$ cat src/rtl/fletcher64_block_checksum_assert.svh
// assertion macros for the fletcher-64 block checksum
`ifndef FLETCHER64_BLOCK_CHECKSUM_ASSERT_SVH
`define FLETCHER64_BLOCK_CHECKSUM_ASSERT_SVH
`ifndef SYNTHESIS
`define FBC_ASSERT_IMPL(lbl, clk, rst, ante, cons) \
   lbl: assert property (@(posedge clk) disable iff (rst) (ante) |-> (cons)) \
      else $error("assertion failed: same-cycle implication");
`define FBC_ASSERT_NEXT(lbl, clk, rst, ante, cons) \
   lbl: assert property (@(posedge clk) disable iff (rst) (ante) |=> (cons)) \
      else $error("assertion failed: next-cycle implication");
`else
`define FBC_ASSERT_IMPL(lbl, clk, rst, ante, cons)
`define FBC_ASSERT_NEXT(lbl, clk, rst, ante, cons)
`endif
`endif

$ cat src/rtl/fbc_pkg.sv
// shared constants and types for the fletcher-64 block checksum
package fbc_pkg;
   localparam int HALF_W = 32;
   localparam int SUM_W = 64;
   localparam logic [HALF_W-1:0] HALF_ONES = 32'hFFFF_FFFF;

   typedef struct packed {
      logic [SUM_W-1:0] running_sum;
      logic [SUM_W-1:0] sum_of_sums;
      logic [SUM_W-1:0] expected;
   } fin_type;
endpackage

$ cat src/rtl/fbc_accumulate.sv
// input register and running sum accumulators
`include "fletcher64_block_checksum_assert.svh"
module fbc_accumulate (
   input  logic                     clock,
   input  logic                     reset,
   input  logic                     req_valid,
   output logic                     req_ready,
   input  logic [31:0]              req_data_word,
   input  logic                     req_last_word,
   input  logic [63:0]              req_expected_checksum,
   output logic                     fin_valid,
   input  logic                     fin_ready,
   output fbc_pkg::fin_type         fin
);
   import fbc_pkg::*;

   logic                 in_vld_ff;
   logic [HALF_W-1:0]    word_ff;
   logic                 last_ff;
   logic [SUM_W-1:0]     exp_ff;
   logic [SUM_W-1:0]     rs_ff;
   logic [SUM_W-1:0]     ss_ff;
   logic                 fin_vld_ff;
   fin_type              fin_ff;

   logic                 fin_room;
   logic                 in_go;
   logic [SUM_W-1:0]     rs_add;
   logic [SUM_W-1:0]     ss_add;
   logic [SUM_W-1:0]     rs_in;
   logic [SUM_W-1:0]     ss_in;
   fin_type              fin_in;

   assign fin_room  = !fin_vld_ff || fin_ready;
   assign in_go     = in_vld_ff && (!last_ff || fin_room);
   assign req_ready = !in_vld_ff || in_go;

   always_comb begin
      rs_add = rs_ff + {{(SUM_W-HALF_W){1'b0}}, word_ff};
      ss_add = ss_ff + rs_ff + {{(SUM_W-HALF_W){1'b0}}, word_ff};
      rs_in  = last_ff ? '0 : rs_add;
      ss_in  = last_ff ? '0 : ss_add;
      fin_in.running_sum = rs_add;
      fin_in.sum_of_sums = ss_add;
      fin_in.expected    = exp_ff;
   end

   always_ff @(posedge clock) begin
      if (reset) begin
         in_vld_ff  <= 1'b0;
         fin_vld_ff <= 1'b0;
         rs_ff      <= '0;
         ss_ff      <= '0;
      end else begin
         if (req_ready) begin
            in_vld_ff <= req_valid;
         end
         if (fin_room) begin
            fin_vld_ff <= in_go && last_ff;
         end
         if (in_go) begin
            rs_ff <= rs_in;
            ss_ff <= ss_in;
         end
      end
   end

   always_ff @(posedge clock) begin
      if (req_valid && req_ready) begin
         word_ff <= req_data_word;
         last_ff <= req_last_word;
         exp_ff  <= req_expected_checksum;
      end
      if (in_go && last_ff) begin
         fin_ff <= fin_in;
      end
   end

   assign fin_valid = fin_vld_ff;
   assign fin       = fin_ff;

   `FBC_ASSERT_NEXT(a_sums_clear, clock, reset, in_go && last_ff, rs_ff == '0 && ss_ff == '0)
   `FBC_ASSERT_NEXT(a_sum_step, clock, reset, in_go && !last_ff, rs_ff == $past(rs_add))
   `FBC_ASSERT_NEXT(a_fin_hold, clock, reset, fin_vld_ff && !fin_ready, fin_vld_ff && $stable(fin_ff))
   `FBC_ASSERT_IMPL(a_ready_full, clock, reset, !req_ready, in_vld_ff && last_ff && !fin_room)

endmodule

$ cat src/rtl/fbc_finalize.sv
// modular folding pipeline forming the two check halves and the compare
module fbc_finalize (
   input  logic                     clock,
   input  logic                     reset,
   input  logic                     fin_valid,
   output logic                     fin_ready,
   input  fbc_pkg::fin_type         fin,
   output logic                     rsp_valid,
   input  logic                     rsp_ready,
   output logic [63:0]              rsp_checksum,
   output logic                     rsp_checksum_ok
);
   import fbc_pkg::*;

   localparam int NST = 6;

   function automatic logic [HALF_W:0] fold_add(input logic [SUM_W-1:0] x);
      fold_add = {1'b0, x[SUM_W-1:HALF_W]} + {1'b0, x[HALF_W-1:0]};
   endfunction

   function automatic logic [HALF_W-1:0] fold_finish(input logic [HALF_W:0] m);
      logic [HALF_W-1:0] s;
      s = m[HALF_W-1:0] + {{(HALF_W-1){1'b0}}, m[HALF_W]};
      fold_finish = (s == HALF_ONES) ? HALF_ONES : ~s;
   endfunction

   logic [NST-1:0]       vld_ff;
   logic [NST-1:0]       adv;

   logic [SUM_W-1:0]     t_ff, a_rs_ff, a_exp_ff;
   logic [HALF_W:0]      m1_ff;
   logic [SUM_W-1:0]     b_rs_ff, b_exp_ff;
   logic [HALF_W-1:0]    c1_ff;
   logic [SUM_W-1:0]     c_rs_ff, c_exp_ff;
   logic [SUM_W-1:0]     v_ff, d_exp_ff;
   logic [HALF_W-1:0]    d_c1_ff;
   logic [HALF_W:0]      m2_ff;
   logic [HALF_W-1:0]    e_c1_ff;
   logic [SUM_W-1:0]     e_exp_ff;
   logic [SUM_W-1:0]     sum_ff;
   logic                 ok_ff;

   logic [SUM_W-1:0]     t_in;
   logic [HALF_W:0]      m1_in;
   logic [HALF_W-1:0]    c1_in;
   logic [SUM_W-1:0]     v_in;
   logic [HALF_W:0]      m2_in;
   logic [SUM_W-1:0]     sum_in;
   logic                 ok_in;

   always_comb begin
      adv[NST-1] = !vld_ff[NST-1] || rsp_ready;
      for (int i = NST-2; i >= 0; i--) begin
         adv[i] = !vld_ff[i] || adv[i+1];
      end
   end

   assign fin_ready = adv[0];

   always_comb begin
      t_in   = fin.running_sum + fin.sum_of_sums;
      m1_in  = fold_add(t_ff);
      c1_in  = fold_finish(m1_ff);
      v_in   = c_rs_ff + {{(SUM_W-HALF_W){1'b0}}, c1_ff};
      m2_in  = fold_add(v_ff);
      sum_in = {fold_finish(m2_ff), e_c1_ff};
      ok_in  = (sum_in == e_exp_ff);
   end

   always_ff @(posedge clock) begin
      if (reset) begin
         vld_ff <= '0;
      end else begin
         if (adv[0]) begin
            vld_ff[0] <= fin_valid;
         end
         for (int i = 1; i < NST; i++) begin
            if (adv[i]) begin
               vld_ff[i] <= vld_ff[i-1];
            end
         end
      end
   end

   always_ff @(posedge clock) begin
      if (adv[0]) begin
         t_ff     <= t_in;
         a_rs_ff  <= fin.running_sum;
         a_exp_ff <= fin.expected;
      end
      if (adv[1]) begin
         m1_ff    <= m1_in;
         b_rs_ff  <= a_rs_ff;
         b_exp_ff <= a_exp_ff;
      end
      if (adv[2]) begin
         c1_ff    <= c1_in;
         c_rs_ff  <= b_rs_ff;
         c_exp_ff <= b_exp_ff;
      end
      if (adv[3]) begin
         v_ff     <= v_in;
         d_c1_ff  <= c1_ff;
         d_exp_ff <= c_exp_ff;
      end
      if (adv[4]) begin
         m2_ff    <= m2_in;
         e_c1_ff  <= d_c1_ff;
         e_exp_ff <= d_exp_ff;
      end
      if (adv[5]) begin
         sum_ff <= sum_in;
         ok_ff  <= ok_in;
      end
   end

   assign rsp_valid       = vld_ff[NST-1];
   assign rsp_checksum    = sum_ff;
   assign rsp_checksum_ok = ok_ff;

endmodule

$ cat src/rtl/fletcher64_block_checksum.sv
// fletcher-64 block checksum over 32-bit words, top level
//
//   channel | dir | ports
//   req     | in  | req_data_word[31:0], req_last_word, req_expected_checksum[63:0]
//   rsp     | out | rsp_checksum[63:0], rsp_checksum_ok
//
// one word per cycle unless a last word is held; the 64-bit running sum and sum of sums update once per word
// a result passes through the input register, the hand-off register and six fold stages
// synchronous reset clears both sums and all valid flags
// a stalled rsp fills the fold stages; non-last words keep flowing, a last word
// waits while the hand-off register holds a block the stalled fold stages cannot take
module fletcher64_block_checksum (
   input  logic          clock,
   input  logic          reset,
   input  logic          req_valid,
   output logic          req_ready,
   input  logic [31:0]   req_data_word,
   input  logic          req_last_word,
   input  logic [63:0]   req_expected_checksum,
   output logic          rsp_valid,
   input  logic          rsp_ready,
   output logic [63:0]   rsp_checksum,
   output logic          rsp_checksum_ok
);
   import fbc_pkg::*;

   logic      fin_valid;
   logic      fin_ready;
   fin_type   fin;

   fbc_accumulate u_accumulate (
      .clock                 (clock),
      .reset                 (reset),
      .req_valid             (req_valid),
      .req_ready             (req_ready),
      .req_data_word         (req_data_word),
      .req_last_word         (req_last_word),
      .req_expected_checksum (req_expected_checksum),
      .fin_valid             (fin_valid),
      .fin_ready             (fin_ready),
      .fin                   (fin)
   );

   fbc_finalize u_finalize (
      .clock           (clock),
      .reset           (reset),
      .fin_valid       (fin_valid),
      .fin_ready       (fin_ready),
      .fin             (fin),
      .rsp_valid       (rsp_valid),
      .rsp_ready       (rsp_ready),
      .rsp_checksum    (rsp_checksum),
      .rsp_checksum_ok (rsp_checksum_ok)
   );

endmodule

$ cat config.mk
export PLATFORM = sky130hd
export DESIGN_NAME = fletcher64_block_checksum
export DESIGN_NICKNAME = d
export VERILOG_FILES = /design/src/rtl/fbc_pkg.sv /design/src/rtl/fbc_accumulate.sv /design/src/rtl/fbc_finalize.sv /design/src/rtl/fletcher64_block_checksum.sv
export VERILOG_INCLUDE_DIRS = /design/src /design/src/rtl
export SDC_FILE = /design/constraint.sdc
export NUM_CORES = 2
export LEC_CHECK = 0
export BUFFER_PORTS_ARGS = -buffer_cell sky130_fd_sc_hd__buf_2
export CORE_MARGIN = 3
export CORE_UTILIZATION = 60
export DETAILED_ROUTE_END_ITERATION = 7
export GPL_ROUTABILITY_DRIVEN = 0
export GPL_TIMING_DRIVEN = 0
export PLACE_DENSITY = 0.87
export REMOVE_ABC_BUFFERS = 1
export SLEW_MARGIN = 20
export SYNTH_ARGS = -nofsm -noshare
export SYNTH_HDL_FRONTEND = slang
export SYNTH_HIERARCHICAL = 1
export SYNTH_SLANG_ARGS = --single-unit
$ cat constraint.sdc
create_clock -name clock -period 21.9 [get_ports clock]
set_input_delay 3.285 -clock clock [delete_from_list [all_inputs] [get_ports clock]]
set_output_delay 3.285 -clock clock [all_outputs]
set_load 0.005 [all_outputs]
==> results.json <==
{
  "status": "finished, final reports clean",
  "port_buffers": 167,
  "fin_ws_ps": 12660,
  "synth_edf_count": 1156,
  "cts_root_buf": "clkbuf_16",
  "cts_tree": "yes",
  "r2r_slack_ps": 16690,
  "power_mw": 6.25,
  "ctsHoldBuffers": 0,
  "hold_path_depth": 0,
  "hold-path-endpoint": "u_finalize/b_rs_ff[2]$_DFFE_PP_",
  "grt_usage_pct": 27.1,
  "largest_reg_flops": 192,
  "synth.most_common_cell": "edfxtp_1",
  "area_growth_syn_to_layout_pct": 11.8,
  "start_util_pct": 61.1,
  "core_area_um2": 95900,
  "dp.cells": 5731,
  "slew_viol_final": 0,
  "worstReg2RegEnd": "u_finalize/t_ff[63]$_DFFE_PP_",
  "swShare_pct": 27.4,
  "first_global_vias": 37600,
  "rsz0062_at_grt": "false",
  "drt_iter0_drc": 5150,
  "drv_cap": 0,
  "synthesis.area_um2": 58500,
  "max-vdd-ir-drop_mv": 0.0784,
  "routed_via_density": 6.47,
  "post_cts.repair.setup_buffers": 0,
  "cp_data_required_time_ps": 18620,
  "p_clk_share_pct": 33.6,
  "firstDrtPassIters": 8,
  "antenna_found_initial": 0,
  "end_kind": "output pin",
  "synth.distinct_cells": 107,
  "instances_no_fill": 5959,
  "yosysTopAreaCellShare_pct": 59.3,
  "avgSynthCellArea_um2": 13.4,
  "synth_area_leaders": "edfxtp_1 59%, ha_1 6.2%, dfxtp_1 4.7%",
  "drc": 0,
  "setup_violations": 0,
  "ys_warn_count": 6,
  "dieHeight_um": 318,
  "cts_buffers": 121,
  "cts_resized": 0,
  "reg2regPathDepth": 11,
  "fin_crit_sh_pct": 42.2,
  "cp_max_fo": 11,
  "drt-total-wl_mm": 139,
  "r2r-start": "u_accumulate/fin[138]$_DFFE_PP_",
  "critical_path_class": "primary input to output pin",
  "rows": 113,
  "fmaxAchievable_mhz": 108,
  "fin_skew_ps": 51.0,
  "routedWlPerCell_um": 23.4,
  "power_frac_seq_pct": 51.0,
  "final_util_pct": 68.3,
  "hold_viol": 0,
  "cp-startpoint": "rsp_ready",
  "power.switching_mw": 1.71,
  "grt_max_degree": 111,
  "power.density_nw_per_um2": 95.4,
  "p_int_mw": 4.53,
  "syn-instance-count": 4383,
  "synth_ff_type": "edfxtp_1",
  "synth_common_cells": "1156 x edfxtp_1, 333 x nand2_1, 289 x ha_1",
  "grt_overflow": 0,
  "critPathLaunchType": "primary input",
  "ctsLongestPathBuffers": 3,
  "dr_total_vias": 38500,
  "p_comb_share_pct": 15.4,
  "async_reset_ff_share_pct": 0,
  "die_w_um": 318,
  "slew_headroom_pct": 20.2,
  "final_layout_size_suffix_gt1_share_pct": 9.87,
  "synth_top_area_cell": "edfxtp_1",
  "grt_pass1_wl_mm": 215,
  "ios": 168,
  "yosysSeqAreaShare_pct": 63.9,
  "place_ws_ps": 12670,
  "h-tree-depth": 3,
  "hpwl_mm": 93.9,
  "worst_pin_slew_ps": 1170,
  "p_leak_nw": 26.3,
  "die_area_um2": 101000,
  "crit_arrival_ps": 5950,
  "synth-seq-cells": 1292,
  "clock_insertion_delay_worst_skew_ps": 730,
  "fin_nets": 5017,
  "min-delay-path-class": "flop to flop",
  "clk_pin_slew_ps": 70,
  "period_needed_ps": 9240,
  "cts_num_sinks": 1292,
  "hold_start": "u_finalize/a_rs_ff[2]$_DFFE_PP_",
  "drtAntennaViolNets": 0
}
[stage by stage]
step	hold slack, ps	setup TNS [ps]	area [um2]
after floorplan	400	0	58000
after global placement	402	-440900	60500
after detailed placement	405	0	61400
after CTS	391	0	65500
after global routing	404	0	65500
final	385	0	65500
[worst max path at each step]
stage	slack (ps)	to
final	12660	req_ready
after global routing	12440	req_ready
after CTS	12670	req_ready
after detailed placement	12670	req_ready
after global placement	-2350	u_accumulate/fin[35]$_DFFE_PP_
after floorplan	3610	u_accumulate/fin[0]$_DFFE_PP_
[cell usage in the layout, fill, tap and decap left out, types with 21 or more instances in the layout]
cell	Yosys	final
o21bai_1	40	40
inv_1	97	95
and3_1	49	49
a21o_1	127	127
nand3_1	101	99
buf_2	15	166
nor2_1	254	250
o31ai_1	37	37
o21a_1	38	38
and2_1	27	27
edfxtp_1	1156	1156
clkbuf_16	0	123
xnor2_1	224	224
a22oi_1	44	44
a21oi_1	284	284
clkbuf_1	105	31
fa_1	38	38
nand2b_1	30	30
o21ai_0	173	173
ha_1	289	289
a22o_1	54	54
nor2b_1	30	30
a31oi_1	45	44
xor2_1	154	154
nor3_1	66	65
clkinv_2	0	21
nand4_1	83	83
nand2_1	333	330
nor4_1	31	31
dfxtp_1	136	136
a211oi_1	32	32
[area by class of cell]
class | instances | area [um2]
Tap cell | 1265 | 1580
Sequential cell | 1292 | 37400
Clock inverter | 69 | 768
Clock buffer | 158 | 3250
Timing Repair Buffer | 210 | 1720
Fill cell | 6010 | 30400
Multi-Input combinational cell | 2865 | 20300
Antenna cell | 1 | 2.50
Inverter | 99 | 382
[worst max-delay path, cell delays in order]
cell and delay, ps:
buf_2 100, nor2b_1 450, and3_1 570, nand4_1 500, buf_6 330, nor2b_1 400
nand3_1 150, buf_2 160
[per-layer routing]
metal	vias to the layer above	part of all wire, %	GRT usage (%)
met4	0	5.9	13.6
met1	18300	37	34.2
met3	566	8.9	4.28
met5	-	0	0
li1	17100	-	-
met2	2553	48	45.6
[logic make-up (layout without fill, tap and decap cells)]
family	Yosys count	after routing	share of synthesized area, %
AOI/OAI and AO/OA	1040	1040	11.9
buffers and inverters	226	536	1.51
xor gates and xnor gates	380	380	5.71
muxes	5	5	0.0898
DFF	1292	1292	63.9
adders and majority gates	327	327	7.48
other	0	1	0
and+or+nand+nor	1113	1113	9.39
[power groups by stage]
stage	combinational (mW)	sequential, mW	clock (mW)
floorplan	0.598	3.14	0
global placement	0.825	3.21	0
detailed placement	0.879	3.22	0
CTS	0.922	3.18	2.13
global route	1.02	3.20	2.23
finish	0.959	3.19	2.10
(Power assumes the default switching activity.)
